## src/rtl/assert_macros.svh

```systemverilog
// Assertion macros for the RTL files.
`ifndef ASSERT_MACROS_SVH
`define ASSERT_MACROS_SVH

// The property must hold at every rising clock edge outside reset.
`define ASSERT_AT(label, clk, rstn, prop, msg) \
    label: assert property (@(posedge clk) disable iff (!rstn) (prop)) else $error(msg);

// The condition must never be true at a rising clock edge outside reset.
`define ASSERT_NEVER(label, clk, rstn, cond, msg) \
    label: assert property (@(posedge clk) disable iff (!rstn) !(cond)) else $error(msg);

`endif

```

## src/rtl/feci_pkg.sv

```systemverilog
package feci_pkg;

    // Field widths of the input and result words.
    localparam int START_W = 16;
    localparam int LEN_W   = 17;
    localparam int COUNT_W = 5;

    // Size of the managed address space, in address bits.
    localparam int ADDRESS_BITS = 16;

    // Saturation limits of the result fields.
    localparam int unsigned LEN_CAP   = 131071;
    localparam int unsigned COUNT_CAP = 31;

    // Status codes of the result word.
    localparam logic STATUS_OK   = 1'b0;
    localparam logic STATUS_FULL = 1'b1;

    // One free extent as it is held in the table memory.
    typedef struct packed {
        logic [LEN_W-1:0]   size;
        logic [START_W-1:0] base;
    } feci_entry_t;

endpackage

```

## src/rtl/feci_ram.sv

```systemverilog
module feci_ram #(
    parameter int DEPTH = 16,
    parameter int AW    = 4
) (
    input  logic                  aclk,
    input  logic                  wr_en,
    input  logic [AW-1:0]         wr_addr,
    input  feci_pkg::feci_entry_t wr_data,
    input  logic                  rd_en,
    input  logic [AW-1:0]         rd_addr,
    output feci_pkg::feci_entry_t rd_data
);
    import feci_pkg::*;

    feci_entry_t mem [DEPTH];
    feci_entry_t rd_data_reg;

    // Write port.
    always_ff @(posedge aclk) begin
        if (wr_en) begin
            mem[wr_addr] <= wr_data;
        end
    end

    // Registered read port: rd_data holds the entry read at the last rd_en.
    always_ff @(posedge aclk) begin
        if (rd_en) begin
            rd_data_reg <= mem[rd_addr];
        end
    end

    assign rd_data = rd_data_reg;

endmodule

```

## src/rtl/free_extent_coalescing_insert.sv

```systemverilog
// Flow: a zero-length free goes straight to loading the result word. Any other free
// searches the table for its place, decides how it merges, shifts the table where
// an insert or a double merge needs it, and loads the result word once the output is free.
// One free at a time: a new free is taken only once the result word of the last is loaded.
// The table walk handles one entry per cycle.
// Synchronous reset clears control state, output valid and extent count, not the table memory.
module free_extent_coalescing_insert #(
    parameter int MAX_EXTENTS = 16
) (
    input  logic        aclk,
    input  logic        aresetn,
    input  logic        s_tvalid,
    output logic        s_tready,
    // Fields from bit 0 up: free_start[15:0], free_length[32:16], zeros[39:33].
    input  logic [39:0] s_tdata,
    output logic        m_tvalid,
    input  logic        m_tready,
    // Fields from bit 0 up: status[0], merged_start[16:1], merged_length[33:17],
    // extent_count[38:34], zero[39].
    output logic [39:0] m_tdata
);
    import feci_pkg::*;

    `include "assert_macros.svh"

    localparam int AW      = (MAX_EXTENTS > 1) ? $clog2(MAX_EXTENTS) : 1;
    localparam int CW      = $clog2(MAX_EXTENTS + 1);
    localparam int SPACE_W = LEN_W + 1;
    localparam int SUM_W   = LEN_W + 2;
    localparam logic [SPACE_W-1:0] SPACE = SPACE_W'(64'd1 << ADDRESS_BITS);

    typedef enum logic [2:0] {
        ST_IDLE,
        ST_SCAN,
        ST_DECIDE,
        ST_SHDN,
        ST_SHUP,
        ST_INS,
        ST_EMIT
    } state_t;

    state_t state_reg, state_next;
    logic [CW-1:0] idx_reg, idx_next;
    logic [CW-1:0] pos_reg, pos_next;
    logic [CW-1:0] count_reg, count_next;
    logic [START_W-1:0] start_reg, start_next;
    logic [LEN_W-1:0] len_reg, len_next;
    logic prev_vld_reg, prev_vld_next;
    logic succ_vld_reg, succ_vld_next;
    feci_entry_t prev_reg, prev_next;
    feci_entry_t succ_reg, succ_next;
    logic res_status_reg, res_status_next;
    logic [START_W-1:0] res_start_reg, res_start_next;
    logic [LEN_W-1:0] res_len_reg, res_len_next;
    logic m_tvalid_reg, m_tvalid_next;
    logic [39:0] m_tdata_reg, m_tdata_next;

    // Table memory ports.
    logic wr_en, rd_en;
    logic [AW-1:0] wr_addr, rd_addr;
    feci_entry_t wr_data, rd_data;

    feci_ram #(
        .DEPTH (MAX_EXTENTS),
        .AW    (AW)
    ) u_ram (
        .aclk    (aclk),
        .wr_en   (wr_en),
        .wr_addr (wr_addr),
        .wr_data (wr_data),
        .rd_en   (rd_en),
        .rd_addr (rd_addr),
        .rd_data (rd_data)
    );

    // Input unpacking and clipping of the length to the end of the address space.
    logic [START_W-1:0] in_start;
    logic [LEN_W-1:0] in_len, len_clip;
    logic [SPACE_W-1:0] room;

    assign in_start = s_tdata[15:0];
    assign in_len   = s_tdata[32:16];
    assign room     = SPACE - SPACE_W'(in_start);
    assign len_clip = ({1'b0, in_len} > room) ? room[LEN_W-1:0] : in_len;

    // Adjacency tests and the merged size.
    logic [SPACE_W-1:0] prev_end;
    logic [LEN_W-1:0] new_end;
    logic join_prev, join_next;
    logic [SUM_W-1:0] tot;
    logic [LEN_W-1:0] tot_sat;

    assign prev_end  = SPACE_W'(prev_reg.base) + SPACE_W'(prev_reg.size);
    assign new_end   = LEN_W'(start_reg) + len_reg;
    assign join_prev = prev_vld_reg && (prev_end == SPACE_W'(start_reg));
    assign join_next = succ_vld_reg && (LEN_W'(succ_reg.base) == new_end);
    assign tot       = (join_prev ? SUM_W'(prev_reg.size) : '0) + SUM_W'(len_reg)
                     + (join_next ? SUM_W'(succ_reg.size) : '0);
    assign tot_sat   = (tot > SUM_W'(LEN_CAP)) ? LEN_W'(LEN_CAP) : tot[LEN_W-1:0];

    // Neighbor indexes.
    logic [CW-1:0] idx_p1, idx_m1, pos_p1, pos_m1, cnt_m1;

    assign idx_p1 = idx_reg + CW'(1);
    assign idx_m1 = idx_reg - CW'(1);
    assign pos_p1 = pos_reg + CW'(1);
    assign pos_m1 = pos_reg - CW'(1);
    assign cnt_m1 = count_reg - CW'(1);

    // Saturated count for the result word.
    logic [COUNT_W-1:0] count_out;

    assign count_out = (32'(count_reg) > COUNT_CAP) ? COUNT_W'(COUNT_CAP) : COUNT_W'(count_reg);

    // Sequencer: search, decide, shift and emit.
    always_comb begin
        state_next      = state_reg;
        idx_next        = idx_reg;
        pos_next        = pos_reg;
        count_next      = count_reg;
        start_next      = start_reg;
        len_next        = len_reg;
        prev_vld_next   = prev_vld_reg;
        succ_vld_next   = succ_vld_reg;
        prev_next       = prev_reg;
        succ_next       = succ_reg;
        res_status_next = res_status_reg;
        res_start_next  = res_start_reg;
        res_len_next    = res_len_reg;
        m_tvalid_next   = m_tvalid_reg && !m_tready;
        m_tdata_next    = m_tdata_reg;
        wr_en           = 1'b0;
        wr_addr         = '0;
        wr_data         = '0;
        rd_en           = 1'b0;
        rd_addr         = '0;

        unique case (state_reg)
            ST_IDLE: begin
                if (s_tvalid) begin
                    start_next    = in_start;
                    len_next      = len_clip;
                    prev_vld_next = 1'b0;
                    succ_vld_next = 1'b0;
                    if (len_clip == '0) begin
                        // A zero-length free leaves the table alone.
                        res_status_next = STATUS_OK;
                        res_start_next  = in_start;
                        res_len_next    = '0;
                        state_next      = ST_EMIT;
                    end else if (count_reg == '0) begin
                        pos_next   = '0;
                        state_next = ST_DECIDE;
                    end else begin
                        rd_en      = 1'b1;
                        rd_addr    = '0;
                        idx_next   = '0;
                        state_next = ST_SCAN;
                    end
                end
            end
            ST_SCAN: begin
                // Walk up the table until an extent starts at or above the free.
                if (rd_data.base < start_reg) begin
                    prev_next     = rd_data;
                    prev_vld_next = 1'b1;
                    if (idx_p1 == count_reg) begin
                        pos_next   = count_reg;
                        state_next = ST_DECIDE;
                    end else begin
                        rd_en    = 1'b1;
                        rd_addr  = AW'(idx_p1);
                        idx_next = idx_p1;
                    end
                end else begin
                    pos_next      = idx_reg;
                    succ_next     = rd_data;
                    succ_vld_next = 1'b1;
                    state_next    = ST_DECIDE;
                end
            end
            ST_DECIDE: begin
                res_status_next = STATUS_OK;
                if (join_prev && join_next) begin
                    // Both neighbors merge: grow the lower one, then close the gap.
                    wr_en          = 1'b1;
                    wr_addr        = AW'(pos_m1);
                    wr_data.base   = prev_reg.base;
                    wr_data.size   = tot_sat;
                    res_start_next = prev_reg.base;
                    res_len_next   = tot_sat;
                    if (pos_p1 < count_reg) begin
                        rd_en      = 1'b1;
                        rd_addr    = AW'(pos_p1);
                        idx_next   = pos_p1;
                        state_next = ST_SHDN;
                    end else begin
                        count_next = cnt_m1;
                        state_next = ST_EMIT;
                    end
                end else if (join_prev) begin
                    wr_en          = 1'b1;
                    wr_addr        = AW'(pos_m1);
                    wr_data.base   = prev_reg.base;
                    wr_data.size   = tot_sat;
                    res_start_next = prev_reg.base;
                    res_len_next   = tot_sat;
                    state_next     = ST_EMIT;
                end else if (join_next) begin
                    wr_en          = 1'b1;
                    wr_addr        = AW'(pos_reg);
                    wr_data.base   = start_reg;
                    wr_data.size   = tot_sat;
                    res_start_next = start_reg;
                    res_len_next   = tot_sat;
                    state_next     = ST_EMIT;
                end else if (32'(count_reg) >= MAX_EXTENTS) begin
                    // Table full and nothing to merge: the free is dropped.
                    res_status_next = STATUS_FULL;
                    res_start_next  = start_reg;
                    res_len_next    = '0;
                    state_next      = ST_EMIT;
                end else begin
                    res_start_next = start_reg;
                    res_len_next   = len_reg;
                    if (pos_reg == count_reg) begin
                        wr_en        = 1'b1;
                        wr_addr      = AW'(pos_reg);
                        wr_data.base = start_reg;
                        wr_data.size = len_reg;
                        count_next   = count_reg + CW'(1);
                        state_next   = ST_EMIT;
                    end else begin
                        rd_en      = 1'b1;
                        rd_addr    = AW'(cnt_m1);
                        idx_next   = cnt_m1;
                        state_next = ST_SHUP;
                    end
                end
            end
            ST_SHDN: begin
                // Move each entry above the removed one down by one place.
                wr_en   = 1'b1;
                wr_addr = AW'(idx_m1);
                wr_data = rd_data;
                if (idx_p1 < count_reg) begin
                    rd_en    = 1'b1;
                    rd_addr  = AW'(idx_p1);
                    idx_next = idx_p1;
                end else begin
                    count_next = cnt_m1;
                    state_next = ST_EMIT;
                end
            end
            ST_SHUP: begin
                // Move entries up by one place, from the top down to the insert point.
                wr_en   = 1'b1;
                wr_addr = AW'(idx_p1);
                wr_data = rd_data;
                if (idx_reg == pos_reg) begin
                    state_next = ST_INS;
                end else begin
                    rd_en    = 1'b1;
                    rd_addr  = AW'(idx_m1);
                    idx_next = idx_m1;
                end
            end
            ST_INS: begin
                wr_en        = 1'b1;
                wr_addr      = AW'(pos_reg);
                wr_data.base = start_reg;
                wr_data.size = len_reg;
                count_next   = count_reg + CW'(1);
                state_next   = ST_EMIT;
            end
            ST_EMIT: begin
                // Load the output register once it is free.
                if (!m_tvalid_reg || m_tready) begin
                    m_tvalid_next = 1'b1;
                    m_tdata_next  = {1'b0, count_out, res_len_reg, res_start_reg,
                                     res_status_reg};
                    state_next    = ST_IDLE;
                end
            end
            default: begin
                state_next = ST_IDLE;
            end
        endcase
    end

    // State, counters and registered outputs.
    always_ff @(posedge aclk) begin
        if (!aresetn) begin
            state_reg    <= ST_IDLE;
            count_reg    <= '0;
            m_tvalid_reg <= 1'b0;
        end else begin
            state_reg    <= state_next;
            count_reg    <= count_next;
            m_tvalid_reg <= m_tvalid_next;
        end
        idx_reg        <= idx_next;
        pos_reg        <= pos_next;
        start_reg      <= start_next;
        len_reg        <= len_next;
        prev_vld_reg   <= prev_vld_next;
        succ_vld_reg   <= succ_vld_next;
        prev_reg       <= prev_next;
        succ_reg       <= succ_next;
        res_status_reg <= res_status_next;
        res_start_reg  <= res_start_next;
        res_len_reg    <= res_len_next;
        m_tdata_reg    <= m_tdata_next;
    end

    assign s_tready = (state_reg == ST_IDLE);
    assign m_tvalid = m_tvalid_reg;
    assign m_tdata  = m_tdata_reg;

    // Conditions watched by the checks below.
    logic at_rest;
    logic addr_clash;

    assign at_rest    = (state_reg == ST_IDLE) || (state_reg == ST_EMIT);
    assign addr_clash = wr_en && rd_en && (wr_addr == rd_addr);

    // The extent count never exceeds the table depth.
    `ASSERT_AT(a_count_bound, aclk, aresetn, 32'(count_reg) <= MAX_EXTENTS, "extent count overflow")

    // The table is only written while a free is being worked on.
    `ASSERT_NEVER(a_idle_write, aclk, aresetn, wr_en && at_rest, "table written while idle")

    // A shift never reads the entry it writes in the same cycle.
    `ASSERT_NEVER(a_rw_clash, aclk, aresetn, addr_clash, "read and write hit the same entry")

endmodule

```

## config.mk

```make
export PLATFORM = sky130hd
export DESIGN_NAME = free_extent_coalescing_insert
export DESIGN_NICKNAME = d
export VERILOG_FILES = /design/src/rtl/feci_pkg.sv /design/src/rtl/feci_ram.sv /design/src/rtl/free_extent_coalescing_insert.sv
export VERILOG_INCLUDE_DIRS = /design/src /design/src/rtl
export SDC_FILE = /design/constraint.sdc
export NUM_CORES = 1
export LEC_CHECK = 0
export BUFFER_PORTS_ARGS = -buffer_cell sky130_fd_sc_hd__buf_2
export CAP_MARGIN = 20
export CORE_UTILIZATION = 30
export CTS_BUF_LIST = sky130_fd_sc_hd__clkbuf_8 sky130_fd_sc_hd__clkbuf_16
export DETAILED_ROUTE_END_ITERATION = 7
export GPL_ROUTABILITY_DRIVEN = 0
export PLACE_DENSITY = 0.5
export SETUP_SLACK_MARGIN = 0.2
export SYNTH_ARGS = -nofsm -noshare
export SYNTH_HDL_FRONTEND = slang
export SYNTH_HIERARCHICAL = 1
export SYNTH_SLANG_ARGS = --single-unit
```

## constraint.sdc

```tcl
create_clock -name aclk -period 8.95 [get_ports aclk]
set_input_delay 0.895 -clock aclk [delete_from_list [all_inputs] [get_ports aclk]]
set_output_delay 0.895 -clock aclk [all_outputs]
set_load 0.005 [all_outputs]
```

* Word level (Yosys, flattened, before mapping)
Memories as Yosys holds them, arrays and structs flattened. A register that Yosys moved wholly into a read port is not among the register bits.
Index checks and enable logic that the tools add are counted.
** Operators by class
- Add/subtract/negate cells :: 11
- $lt $le $gt $ge :: 6
- Equality and inequality tests :: 32
- Mux-type cells :: 118
- Bitwise gates (word level) :: 1
- Reduce and logical (&&, ||, !) cells :: 27
** Operator list (count)
- $mux W17 :: 10
- $mux W33 :: 5
- $mux W5 :: 25
- $pmux W33 S3 :: 1
- $mux W16 :: 4
- $mux W4 :: 15
- $pmux W17 S2 :: 1
- $pmux W16 S2 :: 1
- $pmux W4 S4 :: 2
- $mux W1 :: 31
- $mux W3 :: 9
- $pmux W5 S5 :: 1
- $ne A3 B3 Y1 const B :: 8
- $ne A2 B2 Y1 const B :: 11
- $pmux W3 S7 :: 1
- $add A18 B17 Y19 :: 1
- $gt A19 B17 Y1 const B :: 1
- $add A16 B17 Y18 :: 1
- $add A17 B17 Y18 :: 1
- $eq A18 B16 Y1 :: 1
- $gt A17 B18 Y1 :: 1
- $sub A17 B16 Y18 const A :: 1
- $add A16 B17 Y17 :: 1
- $eq A16 B17 Y1 :: 1
- 33 further kinds :: 61
** Word-level totals
- Flip-flop bits (word level) :: 193
- RAM bits :: 528
- Input bits :: 44
- Output and inout bits :: 42
- Logic and storage cells :: 213
- Memories kept :: 1
** Memories
- u_ram.mem :: depth 16, width 33, rd ports 1, clocked after memory_dff 1, wr ports 1, line feci_ram.sv:15 : feci_entry_t mem [DEPTH];

* Longest topological paths before layout
Gate-level depths: netlist of run 1.
- Depth after elaboration :: 12
- Depth in mapped cells :: 28
- Mapped depth without buffers :: 25

* Hierarchy
Netlist of run 1, hierarchy kept.
** By module, submodules not included
- feci_ram :: instances 1, cells each 864, area an instance 20960.1 um2, seq. area each 16846.2 um2
- free_extent_coalescing_insert :: instances 1, cells each 1451, area an instance 13925.9 um2, seq. area each 5705.5 um2

* Worst setup path after synthesis of run 1
No wires, ideal clock.
- Kind :: flip-flop to flip-flop
- Start :: register prev_reg[0] (netlist bit)
- End :: memory u_ram/mem[0][21] (netlist bit) (data pin)
- Library setup time :: 330 ps
- Arrival :: 7841 ps
- Required time :: 8620 ps
- Slack :: 779 ps
- Stages on the path, launching flop included :: 29
- Path buffers :: 3
- Clock period less this slack :: 8171 ps
- Path through :: edfxtp_1 > ha_1 > inv_1 > fa_1 > xnor2_1 > a2111oi_4 > nand4_1 > or4_1 > or4_1 > a211o_1 > nor4_2 > clkbuf_1 > nand2_1 > fa_1 > inv_1 > ha_1 > fa_1 > a21o_1 > a21oi_1 > nor2b_1 > o21ai_0 > o21ai_0 > a2111oi_0 > or4_1 > a31o_2 > clkbuf_1 > clkbuf_1 > nor2_1 > o21ai_0
** RTL lines
- start: declaration :: line free_extent_coalescing_insert.sv:50 : feci_entry_t prev_reg, prev_next;
- start signal: assignment :: line free_extent_coalescing_insert.sv:308 : prev_reg <= prev_next;
- end: declaration :: line feci_ram.sv:15

==> flow_metrics.env, run 1 <==
export IMPL_status="complete, no violations"
export IMPL_reg2regPathDepth=25
export IMPL_finalCritPeriodShare=0.931
export IMPL_setup_viol=0
export IMPL_hold_violations=0
export IMPL_drtIter0Drc=2025
export IMPL_yosys_area_top_type="edfxtp_1"
export IMPL_yosysWarnings=6
export IMPL_timing_setup_tns_ns=0
export IMPL_dpl_cell_area_um2=37400
export IMPL_rsz0062_at_grt="no"
export IMPL_grt_max_degree=72
export IMPL_final_area_um2=40000
export IMPL_wl_per_cell_um=24.3
export IMPL_via_per_inst=5.27
export IMPL_cts_sinks=754
export IMPL_core_um2=115000
export IMPL_power_leakage_nw=13.7
export IMPL_critPathMaxFanout=18
export IMPL_start_util=0.304
export IMPL_htree_levels=3
export IMPL_setup_ws_ns=0.613
export IMPL_slew_viol_final=0
export IMPL_slowest_stage="a2111oi_0"
export IMPL_ys_ff_latch=754
export IMPL_yosysTopAreaCellShare=0.641
export IMPL_clk_latency_ns=0.66
export IMPL_postCtsSetupBuffers=0
export IMPL_wirelength_um=97600
export IMPL_grt_pass1_wl_um=143000
export IMPL_max_stage_delay_ns=0.59
export IMPL_cts_resized=0
export IMPL_clockRootBuffer="clkbuf_16"
export IMPL_ys_seq_area_frac=0.646
export IMPL_hpwlAfterDp_um=64200
export IMPL_fin_skew_ns=0.0339
export IMPL_post_place_ws_ns=0.610
export IMPL_antenna_found_initial=0
export IMPL_syn_area_um2=34900
export IMPL_cts_path_max_buffers=3
export IMPL_grt_ovfl_total=0
export IMPL_synth_async_reset_ratio=0
export IMPL_port_buffer_count=77
export IMPL_peakVddDrop_mv=0.275
export IMPL_cts_made_buffers=81
export IMPL_synthCells=2315
export IMPL_area_growth_pct=14.7
export IMPL_cp_arrival_ns=8.56
export IMPL_synth_top_flop_cell="edfxtp_1"
export IMPL_hold_path_class="reg -> reg"
export IMPL_yosys_cell_types_count=80
export IMPL_largest_reg_flops=528
export IMPL_final_antenna_net_count=0
export IMPL_cp_start_kind="flop"
export IMPL_synth_edf_count=745
export IMPL_grt_use_total=0.165
export IMPL_endpoint_kind="flop"
export IMPL_relSlewSlack=0.270
export IMPL_io_pins=86
export IMPL_grt_pass1_vias=21400
export IMPL_num_vias=21200
export IMPL_nets=2611
export IMPL_hold_depth=0
export IMPL_dieArea_um2=118000
export IMPL_num_rows=124
export IMPL_fp_dieW_um=343
export IMPL_cts_clk_slew_worst_paths_ns=0.06
export IMPL_syn_num_nets=2479
export IMPL_die_h_um=343
export IMPL_cap_violations=0
export IMPL_dr_pass1_iters=6
export IMPL_period_minus_slack_ns=8.34
export IMPL_postCtsHoldBufs=0
export IMPL_worst_pin_slew_ns=1.07
export IMPL_drc=0
export IMPL_cts_tree="yes"
export IMPL_syn_area_per_cell_um2=15.1
export IMPL_p_per_area_nw_per_um2=330
export IMPL_criticalPathCategory="reg -> reg"
export IMPL_fmax_mhz=120
export IMPL_synthTopCellsByArea="edfxtp_1, mux4_2, ha_1"
export IMPL_critPathRequiredTime_ns=9.17
export IMPL_final_layout_size_suffix_gt1_frac=0.172
[power breakdown]
part           total, mW  internal [mW]  switching (mW)  leakage, nW
clock network       3.22           1.80            1.41         1.31
logic               4.90           1.91            2.99         5.39
registers           5.10           4.72           0.388         7.01
total               13.2           8.43            4.79         13.7
[synth_stat cells (47+ instances only)]
cell,number
xnor2_1,58
clkbuf_1,68
nor2_1,117
ha_1,100
mux4_2,113
a21o_1,47
nand2_1,167
o21ai_0,126
a21oi_1,85
nand3_1,54
edfxtp_1,745
a22oi_1,101
inv_1,69
[cells in the final DEF, fill, tap and decap left out, types with 7 or more instances in the layout]
| master | n |
|---|---|
| a2111oi_0 | 8 |
| nor2_4 | 15 |
| clkbuf_16 | 81 |
| nand4_1 | 17 |
| o211ai_1 | 14 |
| xor2_1 | 28 |
| or4_1 | 8 |
| dfxtp_1 | 9 |
| or3_1 | 13 |
| a21oi_1 | 84 |
| nor2_1 | 102 |
| edfxtp_1 | 745 |
| a22oi_1 | 101 |
| clkinv_2 | 17 |
| or2_2 | 10 |
| nand2_1 | 167 |
| nor2b_1 | 16 |
| a31oi_1 | 21 |
| nand3_1 | 53 |
| mux2i_1 | 16 |
| o21a_1 | 9 |
| o21ai_0 | 124 |
| buf_4 | 68 |
| a211oi_1 | 13 |
| mux4_1 | 19 |
| and2_1 | 31 |
| mux4_2 | 113 |
| inv_1 | 87 |
| o22ai_1 | 7 |
| clkinv_1 | 13 |
| nand2b_1 | 19 |
| nor3_1 | 28 |
| xnor2_1 | 58 |
| ha_1 | 100 |
| fa_1 | 20 |
| nor4_1 | 10 |
| a21o_1 | 47 |
| buf_2 | 77 |
[critical path: cells and delay by family, from the launching register on]
kind            cells  cell delay [ns]
flops               1             0.44
buf+inv             3             0.43
fa+ha+maj           4             1.41
xor+xnor            1             0.17
simple gates        8             2.72
compound gates      9             2.71
[worst paths after layout]
path / slack (ns) / to / startpoint
min reg2reg: 0.39 / m_tdata[7] / res_start_reg[6]
max: 0.61 / u_ram/mem[8][26] / prev_reg[16]
max reg2reg: 0.61 / u_ram/mem[8][26] / prev_reg[16]
min: 0.39 / m_tdata[7] / res_start_reg[6]
[area by class of cell]
| class | instances | area (um2) |
|---|---|---|
| Fill cell | 10900 | 74800 |
| Sequential cell | 754 | 22600 |
| Multi-Input combinational cell | 1389 | 11800 |
| Clock buffer | 81 | 2030 |
| Tap cell | 1512 | 1890 |
| Timing Repair Buffer | 150 | 983 |
| Clock inverter | 65 | 518 |
| Inverter | 71 | 267 |
| Antenna cell | 1 | 2.50 |
[metal layers]
metal	up-vias	part of all wire	global-route usage
met3	154	0.058	0.0259
li1	9431	-	-
met4	0	0.035	0.0617
met5	-	0	0
met2	796	0.47	0.265
met1	10800	0.44	0.224
[cells by family after synthesis]
logic type      count (synthesis)  share of synthesized area
simple gates                  532                     0.0742
other cells                     1                   0.000107
mux                           150                     0.0925
xor+xnor                       86                     0.0216
buf+inv                       172                     0.0234
compound gates                500                     0.0945
flops                         754                      0.646
fa+ha+maj                     120                     0.0473
[stage by stage]
step                      cells  power (mW)  utilization  hold WS [ns]
after detailed placement   3873        10.1        0.326         0.405
after floorplan            2315        8.43            -         0.400
after CTS                  4019        13.3        0.348         0.399
after global placement     3873        9.99        0.326         0.406
final                      4023        13.2        0.349         0.391
after global routing       4022        13.9        0.349         0.397
No activity file was read; power rests on OpenSTA's default activity.
==> run 2: changes to the inputs <==
- ABC_AREA: default -> 1
==> flow_metrics.env, run 2 <==
export IMPL_dr_wl_met2_um=52900
export IMPL_hpwlAfterDp_um=71800
export IMPL_hold_path_class="reg -> reg"
export IMPL_cts_made_buffers=82
export IMPL_num_rows=130
export IMPL_cts_clk_slew_worst_paths_ns=0.06
export IMPL_wirelength_um=113000
export IMPL_fillers=12800
export IMPL_cap_violations=0
export IMPL_slew_viol_final=0
export IMPL_finalCritPeriodShare=0.820
export IMPL_yosys_cell_types_count=59
export IMPL_relSlewSlack=0.259
export IMPL_yosys_area_top_type="edfxtp_1"
export IMPL_placedCellCount=5622
export IMPL_power_leakage_nw=18.6
export IMPL_nets=4221
export IMPL_multi_input_area_um2=12400
export IMPL_stdcell_count=5773
export IMPL_synth_async_reset_ratio=0
export IMPL_max_stage_delay_ns=0.73
export IMPL_ys_ff_latch=754
export IMPL_wl_met3_um=5700
export IMPL_drtIter0Drc=1997
export IMPL_dr_pass1_iters=5
export IMPL_cpMostUsedCell="nand2_1"
export IMPL_fmax_mhz=136
export IMPL_criticalPathCategory="reg -> reg"
export IMPL_dieArea_um2=128000
export IMPL_fin_skew_ns=0.0314
export IMPL_htree_levels=3
export IMPL_dpl_cell_area_um2=40400
export IMPL_die_h_um=358
export IMPL_synth_top_flop_cell="edfxtp_1"
export IMPL_via_per_inst=4.72
export IMPL_ys_seq_area_frac=0.592
export IMPL_endpoint_kind="flop"
export IMPL_syn_num_nets=4158
export IMPL_synthCells=3994
export IMPL_m1WireLength_um=49700
export IMPL_wl_per_cell_um=19.5
export IMPL_grt_max_degree=159
export IMPL_syn_area_per_cell_um2=9.53
export IMPL_cp_arrival_ns=7.53
export IMPL_status="complete, no violations"
export IMPL_yosysWarnings=6
export IMPL_setup_ws_ns=1.61
export IMPL_syn_area_um2=38100
export IMPL_grt_ovfl_total=0
export IMPL_rsz0062_at_grt="no"
export IMPL_area_growth_pct=13.0
export IMPL_clockRootBuffer="clkbuf_16"
export IMPL_total_power_mw=14.9
export IMPL_setup_viol=0
export IMPL_final_layout_size_suffix_gt1_frac=0.0767
export IMPL_post_place_ws_ns=1.67
export IMPL_grt_pass1_vias=26000
export IMPL_peakVddDrop_mv=0.431
export IMPL_cts_tree="yes"
export IMPL_port_buffer_count=77
export IMPL_postCtsHoldBufs=0
export IMPL_cts_resized=0
export IMPL_synthTopCellsByCount="nand2_1, edfxtp_1, inv_1"
export IMPL_critPathMaxFanout=18
export IMPL_yosysTopAreaCellShare=0.588
export IMPL_postCtsSetupBuffers=0
export IMPL_synthTopCellsByArea="edfxtp_1, nand2_1, nand3_1"
export IMPL_antenna_found_initial=1
export IMPL_fp_dieW_um=358
export IMPL_slowest_stage="nor4_4"
export IMPL_final_area_um2=43000
export IMPL_start_util=0.303
export IMPL_core_um2=126000
export IMPL_synth_edf_count=745
export IMPL_cp_start_kind="flop"
export IMPL_grt_pass1_wl_um=167000
export IMPL_io_pins=86
export IMPL_period_minus_slack_ns=7.34
export IMPL_critPathRequiredTime_ns=9.14
export IMPL_yosysMostFrequentCell="nand2_1"
export IMPL_p_per_area_nw_per_um2=345
export IMPL_clk_latency_ns=0.65
export IMPL_final_cell_mix="nand2_1, edfxtp_1, inv_1"
export IMPL_regArea_um2=22600
export IMPL_final_antenna_net_count=0
export IMPL_cts_path_max_buffers=3
export IMPL_drc=0
export IMPL_largest_reg_flops=528
export IMPL_highest_layer="met4"
export IMPL_final_common_cell="nand2_1"
export IMPL_grt_use_total=0.175
export IMPL_timing_setup_tns_ns=0
export IMPL_num_vias=27300
export IMPL_hold_violations=0
export IMPL_cts_sinks=754
export IMPL_worst_pin_slew_ns=1.11
run 2: cell types whose count changed after synthesis, moves of 23 or more:
cell      previous run  this run
mux4_2             113         0
buf_2               13        80
a21o_1              47         4
o21ai_0            126        47
and2_1              32         2
nor2_1             117       161
o22ai_1              7        41
nand3_1             54       522
xnor2_1             58        25
o21ai_1              4        27
a22oi_1            101        31
nand2_1            167      1158
clkbuf_1            68        35
inv_1               69       674
run 2: metrics by stage:
step	hold WS (ns)	util
floorplan	0.400	-
global placement	0.404	0.321
detailed placement	0.405	0.321
CTS	0.413	0.342
global route	0.422	0.342
finish	0.414	0.342
run 2: worst paths after layout:
check	slack [ns]	depth (start not counted)	end	startpoint
worst min-delay path	0.41	0	m_tdata[25]	res_len_reg[8]
worst max register to register	1.61	33	u_ram/mem[5][32]	len_reg[0]
worst max-delay path	1.61	33	u_ram/mem[5][32]	len_reg[0]
worst min register to register	0.41	0	m_tdata[25]	res_len_reg[8]
run 2: routing by layer:
metal,up-vias,GRT usage
met5,-,0
li1,13300,-
met4,0,0.0699
met2,703,0.292
met3,160,0.0241
met1,13100,0.228
run 2: cell families (layout without fill, tap and decap cells):
logic type,count (synthesis),after routing,share of synthesized area
other,1,4,0.0000985
and+or+nand+nor,1944,1944,0.219
adders and majority gates,120,120,0.0434
AOI/OAI and AO/OA,275,275,0.0435
buffers and inverters,836,962,0.0867
DFF,754,754,0.592
xor gates and xnor gates,64,64,0.0149
run 2: worst max-delay path: cells and delay by family, from the launching register on:
kind | cells | cell delay, ns
flops | 1 | 0.52
buf+inv | 2 | 0.27
simple gates | 22 | 3.31
compound gates | 3 | 0.65
fa+ha+maj | 5 | 1.94
xor+xnor | 1 | 0.17
run 2: final cells by class:
type	instances	area share
antenna	3	0.000174
clock inverter	63	0.0122
tap	1650	0.0480
multi-input combinational	2404	0.288
timing repair buffer	129	0.0186
sequential	754	0.524
inverter	686	0.0601
clock buffer	84	0.0486
run 2: power by group:
part | internal [mW] | total, mW | switching, mW | leakage, nW
clock network | 1.92 | 3.34 | 1.41 | 1.35
registers | 4.71 | 5.09 | 0.384 | 6.92
logic | 1.76 | 6.43 | 4.67 | 10.3
